==> src/hdl/ckh_pkg.sv <==
// ----------------------------------------------------------------------------
// Cuckoo hash table package
// Word types, status codes and shared constants.
// ----------------------------------------------------------------------------
package ckh_pkg;

    localparam int KEY_W      = 32;
    localparam int VAL_W      = 32;
    localparam int CNT_W      = 12;
    localparam int KICK_W     = 12;
    localparam int STAT_W     = 3;
    localparam int SLOTS_DEF  = 1024;

    localparam logic [KEY_W-1:0]  FIB_FRAC    = 32'd2654431523;
    localparam logic [KICK_W-1:0] KICKS_RESET = 12'd2058;

    localparam logic [STAT_W-1:0] ST_UPDATED  = 3'd0;
    localparam logic [STAT_W-1:0] ST_INSERTED = 3'd1;
    localparam logic [STAT_W-1:0] ST_REMOVED  = 3'd2;
    localparam logic [STAT_W-1:0] ST_ABSENT   = 3'd3;
    localparam logic [STAT_W-1:0] ST_FAILED   = 3'd4;

    localparam logic REQ_INSERT = 1'b0;
    localparam logic REQ_REMOVE = 1'b1;

    typedef struct packed {
        logic                    req_type;
        logic [KEY_W-1:0]        key;
        logic signed [VAL_W-1:0] value;
    } req_t;

    typedef struct packed {
        logic [STAT_W-1:0]       status;
        logic [KEY_W-1:0]        leftover_key;
        logic signed [VAL_W-1:0] leftover_value;
        logic [CNT_W-1:0]        entry_count;
    } rsp_t;

    typedef struct packed {
        logic                    valid;
        logic [KEY_W-1:0]        key;
        logic signed [VAL_W-1:0] value;
    } slot_t;

endpackage

==> src/hdl/ckh_hash.sv <==
// ----------------------------------------------------------------------------
// Cuckoo hash index unit
// Computes both table indexes of a key: the remainder by the slot count through
// a reciprocal multiply, a back-multiply and two compare-subtract steps (a mask
// when the slot count is a power of two), and the multiplicative index through a
// registered multiply.
// ----------------------------------------------------------------------------
module ckh_hash
    import ckh_pkg::*;
#(
    parameter int SLOTS = SLOTS_DEF
)
(
    input  logic                                   clk,
    input  logic                                   rst_n,
    input  logic                                   start,
    input  logic [KEY_W-1:0]                       key,
    output logic                                   done,
    output logic [((SLOTS > 1) ? $clog2(SLOTS) : 1)-1:0] idx1,
    output logic [((SLOTS > 1) ? $clog2(SLOTS) : 1)-1:0] idx2
);

    localparam int IDX_W     = (SLOTS > 1) ? $clog2(SLOTS) : 1;
    localparam bit POW2      = (SLOTS & (SLOTS - 1)) == 0;
    localparam int SCNT_W    = 2;
    localparam int LAST      = POW2 ? 1 : 2;
    localparam int REM_W     = IDX_W + 2;

    localparam logic [IDX_W:0]    SLOTS_W  = (IDX_W + 1)'(SLOTS);
    localparam logic [REM_W-1:0]  SLOTS_R  = REM_W'(SLOTS);
    localparam logic [KEY_W-1:0]  SLOTS_K  = KEY_W'(SLOTS);
    localparam logic [KEY_W-1:0]  RECIP    = KEY_W'((64'd1 << KEY_W) / SLOTS);
    localparam logic [SCNT_W-1:0] LAST_CNT = SCNT_W'(LAST);

    logic                    busy_reg, busy_next;
    logic [SCNT_W-1:0]       cnt_reg, cnt_next;
    logic                    done_reg, done_next;
    logic [KEY_W-1:0]        key_reg;
    logic [KEY_W-1:0]        frac_reg;
    logic [KEY_W-1:0]        quot_reg;
    logic [REM_W-1:0]        rest_reg;
    logic [IDX_W-1:0]        rem_reg;
    logic [IDX_W-1:0]        idx2_reg;
    logic [IDX_W-1:0]        rem_fix;
    logic [KEY_W-1:0]        frac_in;
    logic [2*KEY_W-1:0]      quot_prod;
    logic [KEY_W-1:0]        rest_full;
    logic [KEY_W+IDX_W:0]    prod;

    assign quot_prod = {{KEY_W{1'b0}}, key_reg} * {{KEY_W{1'b0}}, RECIP};
    assign rest_full = key_reg - quot_reg * SLOTS_K;

    always_comb
    begin
        logic [REM_W-1:0] r;
        r = rest_reg;
        if (r >= SLOTS_R)
        begin
            r = r - SLOTS_R;
        end
        if (r >= SLOTS_R)
        begin
            r = r - SLOTS_R;
        end
        rem_fix = r[IDX_W-1:0];
    end

    assign frac_in = key * FIB_FRAC;
    assign prod    = {{(IDX_W + 1){1'b0}}, frac_reg} * {{KEY_W{1'b0}}, SLOTS_W};

    always_comb
    begin
        busy_next = busy_reg;
        cnt_next  = cnt_reg;
        done_next = busy_reg && (cnt_reg == LAST_CNT);
        if (start)
        begin
            busy_next = 1'b1;
            cnt_next  = '0;
        end
        else if (busy_reg)
        begin
            cnt_next = cnt_reg + 1'b1;
            if (cnt_reg == LAST_CNT)
            begin
                busy_next = 1'b0;
            end
        end
    end

    always_ff @(posedge clk or negedge rst_n)
    begin
        if (!rst_n)
        begin
            busy_reg <= 1'b0;
            cnt_reg  <= '0;
            done_reg <= 1'b0;
        end
        else
        begin
            busy_reg <= busy_next;
            cnt_reg  <= cnt_next;
            done_reg <= done_next;
        end
    end

    always_ff @(posedge clk)
    begin
        if (start)
        begin
            key_reg  <= key;
            frac_reg <= frac_in;
        end
        else if (busy_reg)
        begin
            quot_reg <= quot_prod[2*KEY_W-1:KEY_W];
            rest_reg <= rest_full[REM_W-1:0];
            rem_reg  <= rem_fix;
            idx2_reg <= prod[KEY_W +: IDX_W];
        end
    end

    assign done = done_reg;
    assign idx1 = POW2 ? key_reg[IDX_W-1:0] : rem_reg;
    assign idx2 = idx2_reg;

endmodule

==> config.mk <==
export PLATFORM = sky130hd
export DESIGN_NAME = ckh_hash
export DESIGN_NICKNAME = d
export VERILOG_FILES = /design/src/hdl/ckh_pkg.sv /design/src/hdl/ckh_hash.sv
export SDC_FILE = /design/constraint.sdc
export NUM_CORES = 1
export LEC_CHECK = 0
export BUFFER_PORTS_ARGS = -buffer_cell sky130_fd_sc_hd__buf_2
export CAP_MARGIN = 20
export CELL_PAD_IN_SITES_DETAIL_PLACEMENT = 0
export CELL_PAD_IN_SITES_GLOBAL_PLACEMENT = 1
export CORE_ASPECT_RATIO = 1.2
export CORE_UTILIZATION = 45
export CTS_CLUSTER_DIAMETER = 80
export CTS_CLUSTER_SIZE = 8
export DETAILED_ROUTE_END_ITERATION = 10
export PLACE_DENSITY = 0.89
export SYNTH_ARGS = -nofsm -noshare
export SYNTH_HDL_FRONTEND = slang
export SYNTH_SLANG_ARGS = --single-unit
==> constraint.sdc <==
create_clock -name clk -period 1.3 [get_ports clk]
set_input_delay 0.13 -clock clk [delete_from_list [all_inputs] [get_ports clk]]
set_output_delay 0.13 -clock clk [all_outputs]
set_load 0.01 [all_outputs]
Yosys cells after proc, flatten, opt, wreduce, memory -nomap -nowiden --
Index checks and enable logic that the tools add are counted.
Cells by class: add/sub/neg operators 1, eq/ne operators 1, muxes and demuxes 5, bitwise logic cells 1, multipliers 1, reductions and logical operators 3
Operator list (count):
- $mul 32x32->32 const B | 1
- $mux 2 | 2
- $mux 1 | 3
- $add 2x1->2 const B | 1
- $eq 2x1->1 const B | 1
- $reduce_and 2->1 | 1
- $reduce_bool 2->1 | 1
- $logic_and 1x1->1 | 1
- $not 1->1 | 1
Storage, ports and cells: flip-flop bits (word level) 56, bits of input ports 35, word-level logic and storage cells 18, output and inout bits 21

Logic depth before layout (Yosys ltp) --
depth in word-level cells 4, gate-level depth with buffers 24, mapped depth without buffers 24

Worst setup path after synthesis --
No wires, ideal clock.
path type input-to-reg, start in key[10], end reg frac_reg[28], data pin, stages 18, slack -4.344 ns, buffers on the path 0, setup time 0.258 ns, data required time 1.042 ns, data arrival time 5.386 ns, cell sequence ha_1 -> fa_1 -> inv_1 -> fa_1 -> fa_1 -> fa_1 -> inv_1 -> fa_1 -> fa_1 -> inv_1 -> fa_1 -> inv_1 -> ha_1 -> a211o_1 -> a2111oi_0 -> a221oi_2 -> a21oi_1 -> xnor2_1
Between the ends: word-level cells in the longest chain between the ends 1
Ends and longest elaborated chain:
- start: declaration | line ckh_hash.sv:17 | input logic [KEY_W-1:0] key,
- $mul 32x32->32 | line ckh_hash.sv:68 | assign frac_in = key * FIB_FRAC;
- via frac_in[28] | line ckh_hash.sv:45 | logic [KEY_W-1:0] frac_in;
- end signal: assignment | line ckh_hash.sv:112 | frac_reg <= frac_in;
- end: declaration | line ckh_hash.sv:39 | logic [KEY_W-1:0] frac_reg;
The timed path passes the listed nets, and every way through them passes these cells. A chain may end at the register's enable or synchronous reset.

Worst setup path in the final report --
start in key[9], end reg frac_reg[25], data pin
Same word-level chain as after synthesis.

==> impl_metrics.yaml <==
critical_path:
  slowest_delay_ns: 0.56
  startpoint_type: "input port"
  cp_data_required_time_ns: 1.32
  cp_top_family: "adder cells"
  crit_type: "input port to flip-flop"
  cp-end-kind: "flip-flop"
  cpMostUsedCell: "fa_1"
  reg2reg_from: "cnt_reg[0]"
  reg2reg_depth: 3
  cp_slowest_cell: "fa_1"
  startpoint: "key[9]"
  rr_endpoint: "cnt_reg[1]"
  r2r_slack_ns: 0.21
  path_depth: 22
  cp_cell_sequence: "buf_12 > ha_4 > inv_2 > fa_1 > fa_1 > inv_2 > fa_2 > ha_4 > inv_2 > fa_1 > fa_1 > fa_1 > inv_2 > ha_4 > a21oi_2 > o21ai_2 > or3_4 > nor3_4 > buf_4 > nor2_4 > a21oi_2 > xnor2_1"
  cp.arrival_ns: 5.37
  cp_num_buf_inv: 6
  crit_fanout: 5
cells_and_area:
  num-fill-cells: 1479
  multi_input_area_um2: 7110
  drive_gt1_frac: 0.302
  diodes: 0
  largest_reg_flops: 11
  synthToLayoutAreaGrowth_pct: 29.7
  regArea_um2: 1000
  final_common_cell: "inv_1"
  nNetsFinal: 1386
  final_util: 0.595
  layout_common_cells: "284 x inv_1, 143 x ha_1, 142 x fa_1"
timing:
  layout_setup_ws_ns: -4.04
  post-route-period-util: 4.11
  fmax_mhz: 187
  finalHoldViolCount: 0
  fin_skew_ns: 0.00239
  max-slew-margin-rel: 0.763
  setup_viol: 10
  tightest_slew_ns: 0.352
  rsz0062_at_grt: "true"
  fin_hold_ws_ns: 0.184
  slew_violations: 0
  period_needed_ns: 5.34
logic_synthesis:
  syn_area_per_cell_um2: 10.5
  synth-edff-count: 30
  synth_area_um2: 8620
  yosys.area.top_type_share: 0.367
  syn-num-nets: 1196
  yosysSeqAreaShare: 0.116
  async_flop_share: 0.118
  ys_warn_count: 0
  synth_cell_types: 42
  syn_inst: 819
  yosysTopAreaCell: "fa_1"
  synth-seq-cells: 34
  synth-main-ff-cell: "edfxtp_1"
  synth_area_leaders: "fa_1 37%, ha_1 27%, inv_1 13%"
clocking:
  cts_max_level: 2
  cts_buffer_depth: 2
  cts_buffers: 5
  cts_sinks: 34
  cts_tree: "yes"
  cts_root_buffer: "clkbuf_16"
  path_clk_slew_ns: 0.06
  clk-insertion-delay-late_ns: 0.27
grt:
  grt_pass1_vias: 6987
  grt.busiest_layer: "met2"
  met3_usage: 0.0223
  grt_usage: 0.249
  grt_pass1_wl_mm: 36.4
  antenna_found_initial: 0
  global_route.usage.met2: 0.448
  grt_max_degree: 14
  met1_usage: 0.289
  grt_overflow: 0
placement:
  io_buffers: 55
  place.gp.congestion: 0.937
  hpwlAfterDp_mm: 20.0
die:
  die_area_um2: 19700
  start_util: 0.459
  rows: 55
  io_pins: 56
  core_um2: 18800
  dieWidth_um: 128
  fp.dieH_um: 154
detailed_routing:
  drc: 0
  viasPerCell: 4.79
  ant_nets: 0
  wl_per_cell_um: 17.5
  wl_mm: 22.1
  via_count: 6070
  drt-pass1-iter-count: 6
  drtIter0Drc: 189
run_status:
  status: "complete, but fails checks"
  failed_checks: "setup timing"
flow_run:
  cap_violations: 0
worst_hold_path:
  min_path_type: "input port to asynchronous set/reset pin"
## through the flow
| stage | setup TNS (ns) | cells | instance area, um^2 | worst slack, ns |
|---|---|---|---|---|
| after detailed placement | -43.91 | 1245 | 10400 | -4.47 |
| after global placement | -43.38 | 1245 | 10400 | -4.47 |
| after floorplan | -38.84 | 819 | 8920 | -3.97 |
| after CTS | -38.91 | 1264 | 11100 | -3.98 |
| after global routing | -41.18 | 1266 | 11200 | -4.21 |
| final | -39.56 | 1266 | 11200 | -4.04 |
## cells by family (layout without fill, tap and decap cells)
kind of cell | after synthesis | in the layout | synth area share
flip-flops | 34 | 34 | 0.116
AO/OA/AOI/OAI | 49 | 49 | 0.0383
buffers and inverters | 304 | 495 | 0.133
multiplexers | 2 | 2 | 0.00247
XOR/XNOR | 52 | 52 | 0.0528
AND/OR/NAND/NOR | 36 | 36 | 0.0237
adder cells (fa/ha/maj) | 342 | 342 | 0.634
## synthesized netlist by cell type, types with 2 or more instances
| master | instances |
|---|---|
| o21ai_1 | 5 |
| nor2b_1 | 2 |
| nor2_1 | 9 |
| and4_1 | 2 |
| a31oi_1 | 2 |
| nor3_2 | 2 |
| o21a_1 | 2 |
| and2_1 | 3 |
| and3_1 | 2 |
| a21oi_1 | 18 |
| inv_1 | 303 |
| nand2_1 | 5 |
| nand3_1 | 2 |
| fa_1 | 158 |
| dfrtp_1 | 4 |
| nand4_1 | 2 |
| nor3_1 | 2 |
| ha_1 | 184 |
| xor2_1 | 14 |
| a21o_1 | 10 |
| xnor2_1 | 38 |
| edfxtp_1 | 30 |
## cell type report
type / instances / share of cell area
clock buffers: 5 / 0.0112
flip-flops and latches: 34 / 0.0895
multi-input cells: 481 / 0.635
repair buffers: 184 / 0.127
inverters: 303 / 0.102
clock inverters: 3 / 0.00615
well taps: 256 / 0.0286
## routing by layer
metal,share of wire,wire length [um],vias up
met4,0.068,1500,0
li1,-,-,2848
met5,0,0,-
met3,0.029,646,57
met1,0.38,8460,3015
met2,0.52,11500,150
## worst max-delay path by stage
| stage | to | slack, ns |
|---|---|---|
| floorplan | frac_reg[30] | -3.97 |
| global placement | frac_reg[31] | -4.47 |
| detailed placement | frac_reg[28] | -4.47 |
| CTS | frac_reg[30] | -3.98 |
| global route | frac_reg[30] | -4.21 |
| finish | frac_reg[25] | -4.04 |
## timing repair
action,in CTS,in global routing
gates resized for setup,107,13
endpoints found under the setup margin,10,10
hold buffers,1,0
pin swaps,71,18
setup buffers,10,2
gates cloned,0,0
hold endpoints to repair,4,0
Power is left out: the tool's default activity adds up to more than one toggle a clock period on the data nets, which glitch-free logic cannot reach.
